<file path="src/design/ipm_pkg.sv">
// ipm_pkg: widths, register codes, reset values and constant tables of the
// peak meter ballistics unit. Depends on nothing; every other file imports it.
`timescale 1ns / 1ps

package ipm_pkg;

	localparam int LOG_TABLE_BITS  = 6;
	localparam int PIXEL_FRAC_BITS = 8;

	localparam int AMP_W      = 16;
	localparam int PIX_W      = 21;
	localparam int HEIGHT_W   = 12;
	localparam int FACTOR_W   = 32;
	localparam int TICKS_W    = 8;
	localparam int CFG_IDX_W  = 2;
	localparam int CFG_DATA_W = 32;

	// register indexes
	localparam logic [CFG_IDX_W-1:0] REG_METER_HEIGHT      = 2'd0;
	localparam logic [CFG_IDX_W-1:0] REG_LEVEL_DECAY_START = 2'd1;
	localparam logic [CFG_IDX_W-1:0] REG_PEAK_DECAY_START  = 2'd2;
	localparam logic [CFG_IDX_W-1:0] REG_PEAK_HOLD_TICKS   = 2'd3;

	localparam logic [HEIGHT_W-1:0] METER_HEIGHT_RST      = 12'd256;
	localparam logic [FACTOR_W-1:0] LEVEL_DECAY_START_RST = 32'd4294838447;
	localparam logic [FACTOR_W-1:0] PEAK_DECAY_START_RST  = 32'd4294966008;
	localparam logic [TICKS_W-1:0]  PEAK_HOLD_TICKS_RST   = 8'd100;

	typedef logic [AMP_W-1:0]      amp_t;
	typedef logic [PIX_W-1:0]      pix_t;
	typedef logic [FACTOR_W-1:0]   factor_t;
	typedef logic [CFG_IDX_W-1:0]  cfg_idx_t;
	typedef logic [CFG_DATA_W-1:0] cfg_data_t;

	// shared multiplier
	localparam int MUL_W = 32;

	// log2 and dB, Q.16
	localparam int LOG_MAG_W = 20;
	localparam int DB_W      = 25;
	typedef logic signed [DB_W-1:0] db_t;
	localparam logic [MUL_W-1:0] DB_PER_LOG2_Q16 = 32'd394566;
	localparam db_t DB_MIN   = DB_W'(-70 * 65536);
	localparam db_t DB_MAX   = DB_W'(4 * 65536);
	localparam db_t DB_SEG_1 = DB_W'(-60 * 65536);
	localparam db_t DB_SEG_2 = DB_W'(-50 * 65536);
	localparam db_t DB_SEG_3 = DB_W'(-40 * 65536);
	localparam db_t DB_SEG_4 = DB_W'(-30 * 65536);
	localparam db_t DB_SEG_5 = DB_W'(-20 * 65536);

	// scale times 400, Q.16, and its conversion to pixels
	localparam int SEG_D_W   = 21;
	localparam int SLOPE_W   = 4;
	localparam int OFFSET_W  = 8;
	localparam int LV_W      = 25;
	localparam int PIX_SHIFT = 20 - PIXEL_FRAC_BITS;
	localparam int HGT_PROD_W = LV_W + HEIGHT_W;
	localparam int Q1_W      = HGT_PROD_W - PIX_SHIFT;
	localparam logic [MUL_W-1:0] RECIP_25 = 32'd171798691;
	localparam logic [4:0]       DIV_25   = 5'd25;

	localparam pix_t PIX_MAX  = {PIX_W{1'b1}};
	localparam pix_t PIX_MASK = ~PIX_W'((1 << PIXEL_FRAC_BITS) - 1);

	localparam int TBL_SIZE = 1 << LOG_TABLE_BITS;

	// log2(1 + idx / TBL_SIZE) in Q0.16 by repeated squaring
	function automatic logic [15:0] log2_frac_calc(input int unsigned idx);
		logic [63:0] x;
		logic [15:0] r;
		x = 64'(TBL_SIZE + idx) << (30 - LOG_TABLE_BITS);
		r = '0;
		for (int k = 0; k < 16; k++) begin
			x = (x * x) >> 30;
			r = r << 1;
			if (x >= (64'd2 << 30)) begin
				x = x >> 1;
				r = r | 16'd1;
			end
		end
		return r;
	endfunction

	function automatic logic [TBL_SIZE*16-1:0] log2_frac_build();
		logic [TBL_SIZE*16-1:0] t;
		t = '0;
		for (int i = 0; i < TBL_SIZE; i++)
			t[i*16 +: 16] = log2_frac_calc(i);
		return t;
	endfunction

	localparam logic [TBL_SIZE*16-1:0] LOG2_FRAC_ROM = log2_frac_build();

endpackage

</file>
<file path="src/design/ipm_if.sv">
// ipm_if: valid/ready channel interfaces of the peak meter ballistics unit
// (sample in, meter out, register write). Depends on ipm_pkg.
`timescale 1ns / 1ps

interface ipm_sample_if import ipm_pkg::*; ();
	logic valid;
	logic ready;
	amp_t peak_amplitude;

	modport source (output valid, output peak_amplitude, input ready);
	modport sink   (input valid, input peak_amplitude, output ready);
endinterface

interface ipm_meter_if import ipm_pkg::*; ();
	logic valid;
	logic ready;
	pix_t shown_level;
	pix_t peak_level;

	modport source (output valid, output shown_level, output peak_level, input ready);
	modport sink   (input valid, input shown_level, input peak_level, output ready);
endinterface

interface ipm_cfg_if import ipm_pkg::*; ();
	logic      valid;
	logic      ready;
	cfg_idx_t  index;
	cfg_data_t data;

	modport source (output valid, output index, output data, input ready);
	modport sink   (input valid, input index, input data, output ready);
endinterface

</file>
<file path="src/design/iec_peak_meter_ballistics_unit.sv">
// iec_peak_meter_ballistics_unit: amplitude to dB, IEC meter scale, level and
// peak ballistics on one shared 32x32 multiplier. Depends on ipm_pkg, ipm_if.
//
// channel  modport  word                          handshake
// sample   sink     peak_amplitude                valid/ready
// meter    source   shown_level, peak_level       valid/ready
// cfg      sink     index, data                   valid/ready (ready always high)
//
// a sequencer walks each accepted word through log, scale, height, reciprocal and
// decay steps on one multiplier, one product a cycle; a falling level adds a check
// step and, if it stays on top, a decay step; a peak past its hold adds decay steps.
// the result sits in an output register, so the next word is taken while it waits.
// a stalled result holds the sequencer only at its final step.
// arst_n clears control, registers to their defaults and the ballistic state.
`timescale 1ns / 1ps

module iec_peak_meter_ballistics_unit import ipm_pkg::*; (
	input  logic          clk,
	input  logic          arst_n,
	ipm_sample_if.sink    sample,
	ipm_meter_if.source   meter,
	ipm_cfg_if.sink       cfg
);

	localparam logic [3:0] ST_IDLE    = 4'd0;
	localparam logic [3:0] ST_LOG     = 4'd1;
	localparam logic [3:0] ST_SEG     = 4'd2;
	localparam logic [3:0] ST_SLOPE   = 4'd3;
	localparam logic [3:0] ST_OFFS    = 4'd4;
	localparam logic [3:0] ST_HGT     = 4'd5;
	localparam logic [3:0] ST_RECIP   = 4'd6;
	localparam logic [3:0] ST_FIX     = 4'd7;
	localparam logic [3:0] ST_LVL     = 4'd8;
	localparam logic [3:0] ST_LVL_CHK = 4'd9;
	localparam logic [3:0] ST_LVL_DEC = 4'd10;
	localparam logic [3:0] ST_PEAK    = 4'd11;
	localparam logic [3:0] ST_PK_DEC1 = 4'd12;
	localparam logic [3:0] ST_PK_DEC2 = 4'd13;
	localparam logic [3:0] ST_DONE    = 4'd14;

	logic [3:0] state_q;

	// configuration
	logic [HEIGHT_W-1:0] meter_height_q;
	factor_t             level_decay_start_q;
	factor_t             peak_decay_start_q;
	logic [TICKS_W-1:0]  peak_hold_ticks_q;

	// ballistic state
	pix_t               level_hold_q;
	factor_t            level_decay_q;
	pix_t               peak_value_q;
	logic [TICKS_W-1:0] peak_hold_count_q;
	factor_t            peak_decay_q;

	// datapath
	logic [LOG_MAG_W-1:0] log_mag_q;
	logic                 log_neg_q;
	logic                 amp_zero_q;
	logic [SEG_D_W-1:0]   seg_d_q;
	logic [SLOPE_W-1:0]   seg_s_q;
	logic [OFFSET_W-1:0]  seg_off_q;
	logic [LV_W-1:0]      lv_q;
	logic [Q1_W-1:0]      q1_q;
	pix_t                 y_q;
	logic [2*MUL_W-1:0]   prod_q;

	logic out_valid_q;
	pix_t shown_q;
	pix_t peak_out_q;

	// leading one, normalize, fraction lookup
	logic [3:0]                lead;
	amp_t                      norm;
	logic [LOG_TABLE_BITS-1:0] idx;
	logic [15:0]               frac;
	logic signed [5:0]         l_int;
	logic signed [21:0]        l_val;
	logic [21:0]               l_mag;

	always_comb begin
		lead = '0;
		for (int i = 0; i < AMP_W; i++)
			if (sample.peak_amplitude[i])
				lead = 4'(i);
		norm  = sample.peak_amplitude << (4'd15 - lead);
		idx   = norm[14 -: LOG_TABLE_BITS];
		frac  = LOG2_FRAC_ROM[{idx, 4'b0000} +: 16];
		l_int = $signed({2'b00, lead}) - 6'sd14;
		l_val = $signed({l_int, 16'h0000}) + $signed({6'b000000, frac});
		l_mag = l_val[21] ? (22'd0 - 22'(l_val)) : 22'(l_val);
	end

	// dB, clamp and segment select
	logic [22:0] db_mag;
	db_t         db_raw;
	db_t         db;
	db_t         seg_base;
	db_t         seg_diff;
	logic [SLOPE_W-1:0]  seg_s;
	logic [OFFSET_W-1:0] seg_off;

	always_comb begin
		db_mag = prod_q[16 +: 23];
		db_raw = log_neg_q ? -$signed({2'b00, db_mag}) : $signed({2'b00, db_mag});
		if (amp_zero_q || db_raw < DB_MIN)
			db = DB_MIN;
		else if (db_raw > DB_MAX)
			db = DB_MAX;
		else
			db = db_raw;
		if (db < DB_SEG_1) begin
			seg_base = DB_MIN;   seg_s = 4'd1;  seg_off = 8'd0;
		end else if (db < DB_SEG_2) begin
			seg_base = DB_SEG_1; seg_s = 4'd2;  seg_off = 8'd10;
		end else if (db < DB_SEG_3) begin
			seg_base = DB_SEG_2; seg_s = 4'd3;  seg_off = 8'd30;
		end else if (db < DB_SEG_4) begin
			seg_base = DB_SEG_3; seg_s = 4'd6;  seg_off = 8'd60;
		end else if (db < DB_SEG_5) begin
			seg_base = DB_SEG_4; seg_s = 4'd8;  seg_off = 8'd120;
		end else begin
			seg_base = DB_SEG_5; seg_s = 4'd10; seg_off = 8'd200;
		end
		seg_diff = db - seg_base;
	end

	// divide by 25 fixup: the reciprocal estimate is low by at most one
	logic [Q1_W-1:0] est;
	logic [Q1_W-1:0] est_x25;
	logic [Q1_W-1:0] rem;
	logic [Q1_W-1:0] y_full;
	logic [63:0]     y_wide;
	pix_t            y_sat;

	always_comb begin
		est     = prod_q[MUL_W +: Q1_W];
		est_x25 = (est << 4) + (est << 3) + est;
		rem     = q1_q - est_x25;
		y_full  = (rem >= Q1_W'(DIV_25)) ? est + Q1_W'(1) : est;
		y_wide  = 64'(y_full);
		y_sat   = (y_wide > 64'(PIX_MAX)) ? PIX_MAX : y_wide[PIX_W-1:0];
	end

	// shared multiplier
	logic [MUL_W-1:0]   mul_a;
	logic [MUL_W-1:0]   mul_b;
	logic [2*MUL_W-1:0] mul_p;

	always_comb begin
		case (state_q)
			ST_LOG: begin
				mul_a = MUL_W'(log_mag_q);
				mul_b = DB_PER_LOG2_Q16;
			end
			ST_SLOPE: begin
				mul_a = MUL_W'(seg_d_q);
				mul_b = MUL_W'(seg_s_q);
			end
			ST_HGT: begin
				mul_a = MUL_W'(lv_q);
				mul_b = MUL_W'(meter_height_q);
			end
			ST_RECIP: begin
				mul_a = MUL_W'(prod_q[PIX_SHIFT +: Q1_W]);
				mul_b = RECIP_25;
			end
			ST_LVL: begin
				mul_a = MUL_W'(level_hold_q);
				mul_b = level_decay_q;
			end
			ST_LVL_CHK: begin
				mul_a = level_decay_q;
				mul_b = level_decay_q;
			end
			ST_PEAK: begin
				mul_a = MUL_W'(peak_value_q);
				mul_b = peak_decay_q;
			end
			ST_PK_DEC1: begin
				mul_a = peak_decay_q;
				mul_b = peak_decay_q;
			end
			default: begin
				mul_a = '0;
				mul_b = '0;
			end
		endcase
		mul_p = mul_a * mul_b;
	end

	always_ff @(posedge clk) begin
		prod_q <= mul_p;
	end

	pix_t         lh_decayed;
	logic [8:0]   hold_next;

	assign lh_decayed = prod_q[MUL_W +: PIX_W] & PIX_MASK;
	assign hold_next  = {1'b0, peak_hold_count_q} + 9'd1;

	assign sample.ready = (state_q == ST_IDLE);
	assign cfg.ready    = 1'b1;
	assign meter.valid       = out_valid_q;
	assign meter.shown_level = shown_q;
	assign meter.peak_level  = peak_out_q;

	// configuration registers
	always_ff @(posedge clk or negedge arst_n) begin
		if (!arst_n) begin
			meter_height_q      <= METER_HEIGHT_RST;
			level_decay_start_q <= LEVEL_DECAY_START_RST;
			peak_decay_start_q  <= PEAK_DECAY_START_RST;
			peak_hold_ticks_q   <= PEAK_HOLD_TICKS_RST;
		end else if (cfg.valid) begin
			case (cfg.index)
				REG_METER_HEIGHT:      meter_height_q      <= cfg.data[HEIGHT_W-1:0];
				REG_LEVEL_DECAY_START: level_decay_start_q <= cfg.data[FACTOR_W-1:0];
				REG_PEAK_DECAY_START:  peak_decay_start_q  <= cfg.data[FACTOR_W-1:0];
				REG_PEAK_HOLD_TICKS:   peak_hold_ticks_q   <= cfg.data[TICKS_W-1:0];
				default: ;
			endcase
		end
	end

	// datapath registers
	always_ff @(posedge clk) begin
		case (state_q)
			ST_IDLE: begin
				log_mag_q  <= l_mag[LOG_MAG_W-1:0];
				log_neg_q  <= l_val[21];
				amp_zero_q <= (sample.peak_amplitude == '0);
			end
			ST_SEG: begin
				seg_d_q   <= seg_diff[SEG_D_W-1:0];
				seg_s_q   <= seg_s;
				seg_off_q <= seg_off;
			end
			ST_OFFS: lv_q <= prod_q[LV_W-1:0] + {seg_off_q, 16'h0000};
			ST_RECIP: q1_q <= prod_q[PIX_SHIFT +: Q1_W];
			ST_FIX: y_q <= y_sat;
			ST_LVL_CHK: begin
				if (!(lh_decayed < y_q))
					y_q <= lh_decayed;
			end
			default: ;
		endcase
	end

	// sequencer and ballistic state
	always_ff @(posedge clk or negedge arst_n) begin
		if (!arst_n) begin
			state_q           <= ST_IDLE;
			level_hold_q      <= '0;
			level_decay_q     <= LEVEL_DECAY_START_RST;
			peak_value_q      <= '0;
			peak_hold_count_q <= '0;
			peak_decay_q      <= PEAK_DECAY_START_RST;
			out_valid_q       <= 1'b0;
		end else begin
			if (meter.ready)
				out_valid_q <= 1'b0;
			case (state_q)
				ST_IDLE: begin
					if (sample.valid)
						state_q <= ST_LOG;
				end
				ST_LOG:   state_q <= ST_SEG;
				ST_SEG:   state_q <= ST_SLOPE;
				ST_SLOPE: state_q <= ST_OFFS;
				ST_OFFS:  state_q <= ST_HGT;
				ST_HGT:   state_q <= ST_RECIP;
				ST_RECIP: state_q <= ST_FIX;
				ST_FIX:   state_q <= ST_LVL;
				ST_LVL: begin
					if (level_hold_q < y_q) begin
						level_hold_q  <= y_q;
						level_decay_q <= level_decay_start_q;
						state_q       <= ST_PEAK;
					end else begin
						state_q <= ST_LVL_CHK;
					end
				end
				ST_LVL_CHK: begin
					if (lh_decayed < y_q) begin
						level_hold_q <= y_q;
						state_q      <= ST_PEAK;
					end else begin
						level_hold_q <= lh_decayed;
						state_q      <= ST_LVL_DEC;
					end
				end
				ST_LVL_DEC: begin
					level_decay_q <= prod_q[MUL_W +: FACTOR_W];
					state_q       <= ST_PEAK;
				end
				ST_PEAK: begin
					if (peak_value_q < y_q) begin
						peak_value_q      <= y_q;
						peak_hold_count_q <= '0;
						peak_decay_q      <= peak_decay_start_q;
						state_q           <= ST_DONE;
					end else begin
						peak_hold_count_q <= hold_next[8] ? '1 : hold_next[TICKS_W-1:0];
						if (hold_next > {1'b0, peak_hold_ticks_q})
							state_q <= ST_PK_DEC1;
						else
							state_q <= ST_DONE;
					end
				end
				ST_PK_DEC1: begin
					peak_value_q <= prod_q[MUL_W +: PIX_W];
					state_q      <= ST_PK_DEC2;
				end
				ST_PK_DEC2: begin
					peak_decay_q <= prod_q[MUL_W +: FACTOR_W];
					state_q      <= ST_DONE;
				end
				ST_DONE: begin
					// wait for the output register to free up
					if (!out_valid_q || meter.ready) begin
						out_valid_q <= 1'b1;
						state_q     <= ST_IDLE;
					end
				end
				default: state_q <= ST_IDLE;
			endcase
		end
	end

	always_ff @(posedge clk) begin
		if (state_q == ST_DONE && (!out_valid_q || meter.ready)) begin
			shown_q    <= y_q;
			peak_out_q <= peak_value_q;
		end
	end

	a_accept_starts_log: assert property (@(posedge clk) disable iff (!arst_n)
		sample.valid && sample.ready |=> state_q == ST_LOG)
		else $error("accepted word did not start the log step");

	a_result_from_done: assert property (@(posedge clk) disable iff (!arst_n)
		$rose(out_valid_q) |-> $past(state_q == ST_DONE))
		else $error("result raised outside the final step");

	a_level_decay_owner: assert property (@(posedge clk) disable iff (!arst_n)
		!$stable(level_decay_q) |-> $past(state_q == ST_LVL || state_q == ST_LVL_DEC))
		else $error("level decay changed outside the level steps");

	a_peak_decay_owner: assert property (@(posedge clk) disable iff (!arst_n)
		!$stable(peak_decay_q) |-> $past(state_q == ST_PEAK || state_q == ST_PK_DEC2))
		else $error("peak decay changed outside the peak steps");

endmodule

</file>
<file path="src/flat_wrapper.sv">
// flat-port wrapper written by rule: the top's interface ports become plain ports
module iec_peak_meter_ballistics_unit_flat import ipm_pkg::*;
  (clk, arst_n, sample_valid, sample_peak_amplitude, sample_ready, meter_valid, meter_shown_level, meter_peak_level, meter_ready, cfg_valid, cfg_index, cfg_data, cfg_ready);
  ipm_sample_if sample_i ();
  ipm_meter_if meter_i ();
  ipm_cfg_if cfg_i ();
  input  logic clk;
  input  logic arst_n;
  input wire logic [$bits(sample_i.valid)-1:0] sample_valid;
  input wire logic [$bits(sample_i.peak_amplitude)-1:0] sample_peak_amplitude;
  output wire logic [$bits(sample_i.ready)-1:0] sample_ready;
  output wire logic [$bits(meter_i.valid)-1:0] meter_valid;
  output wire logic [$bits(meter_i.shown_level)-1:0] meter_shown_level;
  output wire logic [$bits(meter_i.peak_level)-1:0] meter_peak_level;
  input wire logic [$bits(meter_i.ready)-1:0] meter_ready;
  input wire logic [$bits(cfg_i.valid)-1:0] cfg_valid;
  input wire logic [$bits(cfg_i.index)-1:0] cfg_index;
  input wire logic [$bits(cfg_i.data)-1:0] cfg_data;
  output wire logic [$bits(cfg_i.ready)-1:0] cfg_ready;
  assign sample_i.valid = sample_valid;
  assign sample_i.peak_amplitude = sample_peak_amplitude;
  assign sample_ready = sample_i.ready;
  assign meter_valid = meter_i.valid;
  assign meter_shown_level = meter_i.shown_level;
  assign meter_peak_level = meter_i.peak_level;
  assign meter_i.ready = meter_ready;
  assign cfg_i.valid = cfg_valid;
  assign cfg_i.index = cfg_index;
  assign cfg_i.data = cfg_data;
  assign cfg_ready = cfg_i.ready;
  iec_peak_meter_ballistics_unit u_core (.clk(clk), .arst_n(arst_n), .sample(sample_i), .meter(meter_i), .cfg(cfg_i));
endmodule
</file>
<file path="config.mk">
export PLATFORM = sky130hd
export DESIGN_NAME = iec_peak_meter_ballistics_unit_flat
export DESIGN_NICKNAME = d
export VERILOG_FILES = /design/src/design/ipm_pkg.sv /design/src/design/ipm_if.sv /design/src/design/iec_peak_meter_ballistics_unit.sv /design/src/flat_wrapper.sv
export SDC_FILE = /design/constraint.sdc
export NUM_CORES = 2
export LEC_CHECK = 0
export BUFFER_PORTS_ARGS = -buffer_cell sky130_fd_sc_hd__buf_2
export CAP_MARGIN = 20
export CELL_PAD_IN_SITES_DETAIL_PLACEMENT = 1
export CELL_PAD_IN_SITES_GLOBAL_PLACEMENT = 1
export CORE_ASPECT_RATIO = 0.75
export CORE_MARGIN = 5
export CORE_UTILIZATION = 47
export DETAILED_ROUTE_END_ITERATION = 12
export PLACE_DENSITY_LB_ADDON = 0.1
export SKIP_LAST_GASP = 1
export SYNTH_ARGS = -nofsm -noshare
export SYNTH_HDL_FRONTEND = slang
export SYNTH_SLANG_ARGS = --single-unit
</file>
<file path="constraint.sdc">
create_clock -name clk -period 9.68 [get_ports clk]
set_input_delay 0.968 -clock clk [delete_from_list [all_inputs] [get_ports clk]]
set_output_delay 0.968 -clock clk [all_outputs]
set_load 0.05 [all_outputs]
</file>
==> reports/metrics.csv <==
metric,value,unit
fin_nets,7839,
numCtsBuffers,40,
cp_common_cell,fa_1,
multi_input_area,41500,um2
cp_slowest_cell,fa_1,
grt_use_total,0.345,
slowest_delay,580,ps
final_util,0.532,
worst_setup_path_end_kind,flop,
start_kind,flop,
async_reset_ff_frac,0.469,
route.detailed.drc,0,
fin_crit,9460,ps
dieArea,130000,um2
syn_avg_cell_area,9.25,um2
grt_antenna_before_repair,4,
leakagePower,30.5,nW
finalWirelength,226,mm
yosysTopAreaCellShare,0.325,
yosysWarnings,0,
synth_flop_cell,edfxtp_1,
cts_root_buf,clkbuf_16,
first_global_vias,51370,
clock_sink_count,433,
dr.first_iter.drc_count,4202,
gp_congestion,1.04,
vdd_drop_max,291,uV
area_growth,12.5,%
core,122000,um2
path_clk_slew,80,ps
wl_per_cell,27.8,um
swShare,0.545,
grt_max_degree,79,
synth_nets,7638,
p_int,10.9,mW
p_comb_frac,0.783,
fill_cells,13869,
worstPathRequired,10180,ps
hold_class,in -> async,
p_switching,13.1,mW
tritoncts,built,
yosysTopAreaCell,fa_1,
place_hpwl,183,mm
fp.dieW,415,um
synthTopCellsByCount,"inv_1, fa_1, nand2_1, nor2_1, ha_1",
syn_area,57900,um2
dp.cells,8043,
htreeDepth,2,
drive_gt1_frac,0.139,
synthCells,6258,
worst_slew_pin_slew,1050,ps
fmax,106,MHz
synth.distinct_cells,98,
rsz0062_at_grt,true,
route.vias.total,47928,
ys_seq_elements,433,
path_max_fanout,10,
layoutNonFillerInstCount,8129,
power_frac_seq,0.146,
drv_cap,0,
slew_headroom,0.298,
portBuffers,98,
start_util,0.473,
yosysMostFrequentCell,inv_1,
clk_path_buf_depth,3,
ant_nets,0,
clk_latency,590,ps
hold_buffers,0,
die_h,314,um
tns,0,ps
ys_seq_area_frac,0.198,
grt_overflow,0,
finalSetupViolations,0,
fin_skew,52.1,ps
final_hold_viol_count,0,
synth-edff-count,166,
pwr-share-clk,0.071,
ios,100,
crit_arrival,9970,ps
status,"complete, no violations",
post_drt_via_cell_ratio,5.90,
firstDrtPassIters,7,
final-max-slew-violation-count,0,
power_density,369,nW/um2
worstSetupPathType,reg -> reg,
fin_crit_sh,0.978,
regArea,11500,um2
synth_area_leaders,"fa_1, edfxtp_1, ha_1",
grt_pass1_wl,338,mm
num_rows,111,
-- metrics by stage --
step / instance area, um2 / hold WS, ps / power (mW) / setup slack (ps)
3_3_place_gp: 63300 / 386 / 21.3 / -16.5
6_report: 65100 / 331 / 24.0 / 218
5_1_grt: 65100 / 373 / 25.6 / -107
4_1_cts: 64700 / 354 / 23.7 / 2.36
2_1_floorplan: 57900 / 386 / 13.4 / 12.3
3_5_place_dp: 63300 / 392 / 21.8 / -243
-- routing by layer --
layer / GRT usage / part of all wire
met2: 0.518 / 0.43
met3: 0.0835 / 0.095
met4: 0.102 / 0.038
met1: 0.498 / 0.44
met5: 0 / 0.000066
-- path summary, 6_finish.rpt --
path	to	from	slack, ps	depth (start not counted)
hold reg to reg	u_core.lv_q[10]	u_core.prod_q[10]	410	0
setup / recovery	u_core.prod_q[60]	u_core.state_q[3]	220	34
max in group asynchronous	u_core.state_q[3]	arst_n	7760	2
min in group clk	u_core.lv_q[10]	u_core.prod_q[10]	410	0
hold / removal	u_core.peak_hold_count_q[5]	arst_n	330	1
setup reg to reg	u_core.prod_q[60]	u_core.state_q[3]	220	34
-- critical path, delay by kind of cell, from the launching register on --
kind / cells / cell delay [ps]
AND/OR/NAND/NOR: 7 / 1440
XOR/XNOR: 1 / 170
AO/OA/AOI/OAI: 9 / 1970
adder cells (fa/ha/maj): 9 / 4310
flip-flops: 1 / 450
buffers and inverters: 8 / 1060
-- registers in the layout, summed over array words and instances (netlist names), 21 cells and up --
register and flops:
u_core.prod_q 64, u_core.level_decay_q 32, u_core.level_decay_start_q 32, u_core.peak_decay_q 32, u_core.peak_decay_start_q 32, u_core.lv_q 25
u_core.q1_q 25, u_core.level_hold_q 21, u_core.meter.peak_level 21, u_core.meter.shown_level 21, u_core.peak_value_q 21, u_core.seg_d_q 21
u_core.y_q 21
-- power groups by stage --
stage	logic [mW]	clock network [mW]	registers, mW
3_3_place_gp	17.8	0	3.47
6_report	18.8	1.70	3.51
3_5_place_dp	18.3	0	3.48
4_1_cts	18.5	1.72	3.46
5_1_grt	20.3	1.80	3.52
2_1_floorplan	10.3	0	3.12
-- area by class of cell --
class,count,share of cell area
inverter,1093,0.0630
multi-input combinational,4394,0.638
clock buffer,45,0.0158
sequential,433,0.176
clock inverter,28,0.00469
antenna,1,0.0000385
timing repair buffer,497,0.0701
tap,1638,0.0315
-- layout by cell type, fill, tap and decap left out, types with 90 or more instances in the layout --
cell / n
dfrtp_1: 99
a21oi_1: 201
fa_1: 938
nor2_1: 687
mux2_2: 90
buf_4: 307
xnor2_1: 93
mux2i_1: 123
edfxtp_1: 166
buf_2: 97
o21ai_0: 171
ha_1: 385
dfstp_2: 102
inv_1: 1085
nand2_1: 750
-- timing repair --
item | CTS | global route
gates cloned | 0 | 2
resized for setup | 9 | 65
endpoints found under the setup margin | 7 | 20
pin swaps | 1 | 9
setup buffers | 1 | 7
-- cell families (layout without fill, tap and decap cells) --
group	Yosys count	in the layout	share of synthesized area
multiplexers	214	214	0.0392
AND/OR/NAND/NOR	1804	1804	0.133
adder cells (fa/ha/maj)	1325	1325	0.408
other	1	2	0.0000648
buffers and inverters	1431	1663	0.0936
XOR/XNOR	138	138	0.0209
AO/OA/AOI/OAI	912	912	0.107
flip-flops	433	433	0.198
(Power assumes the default switching activity.)
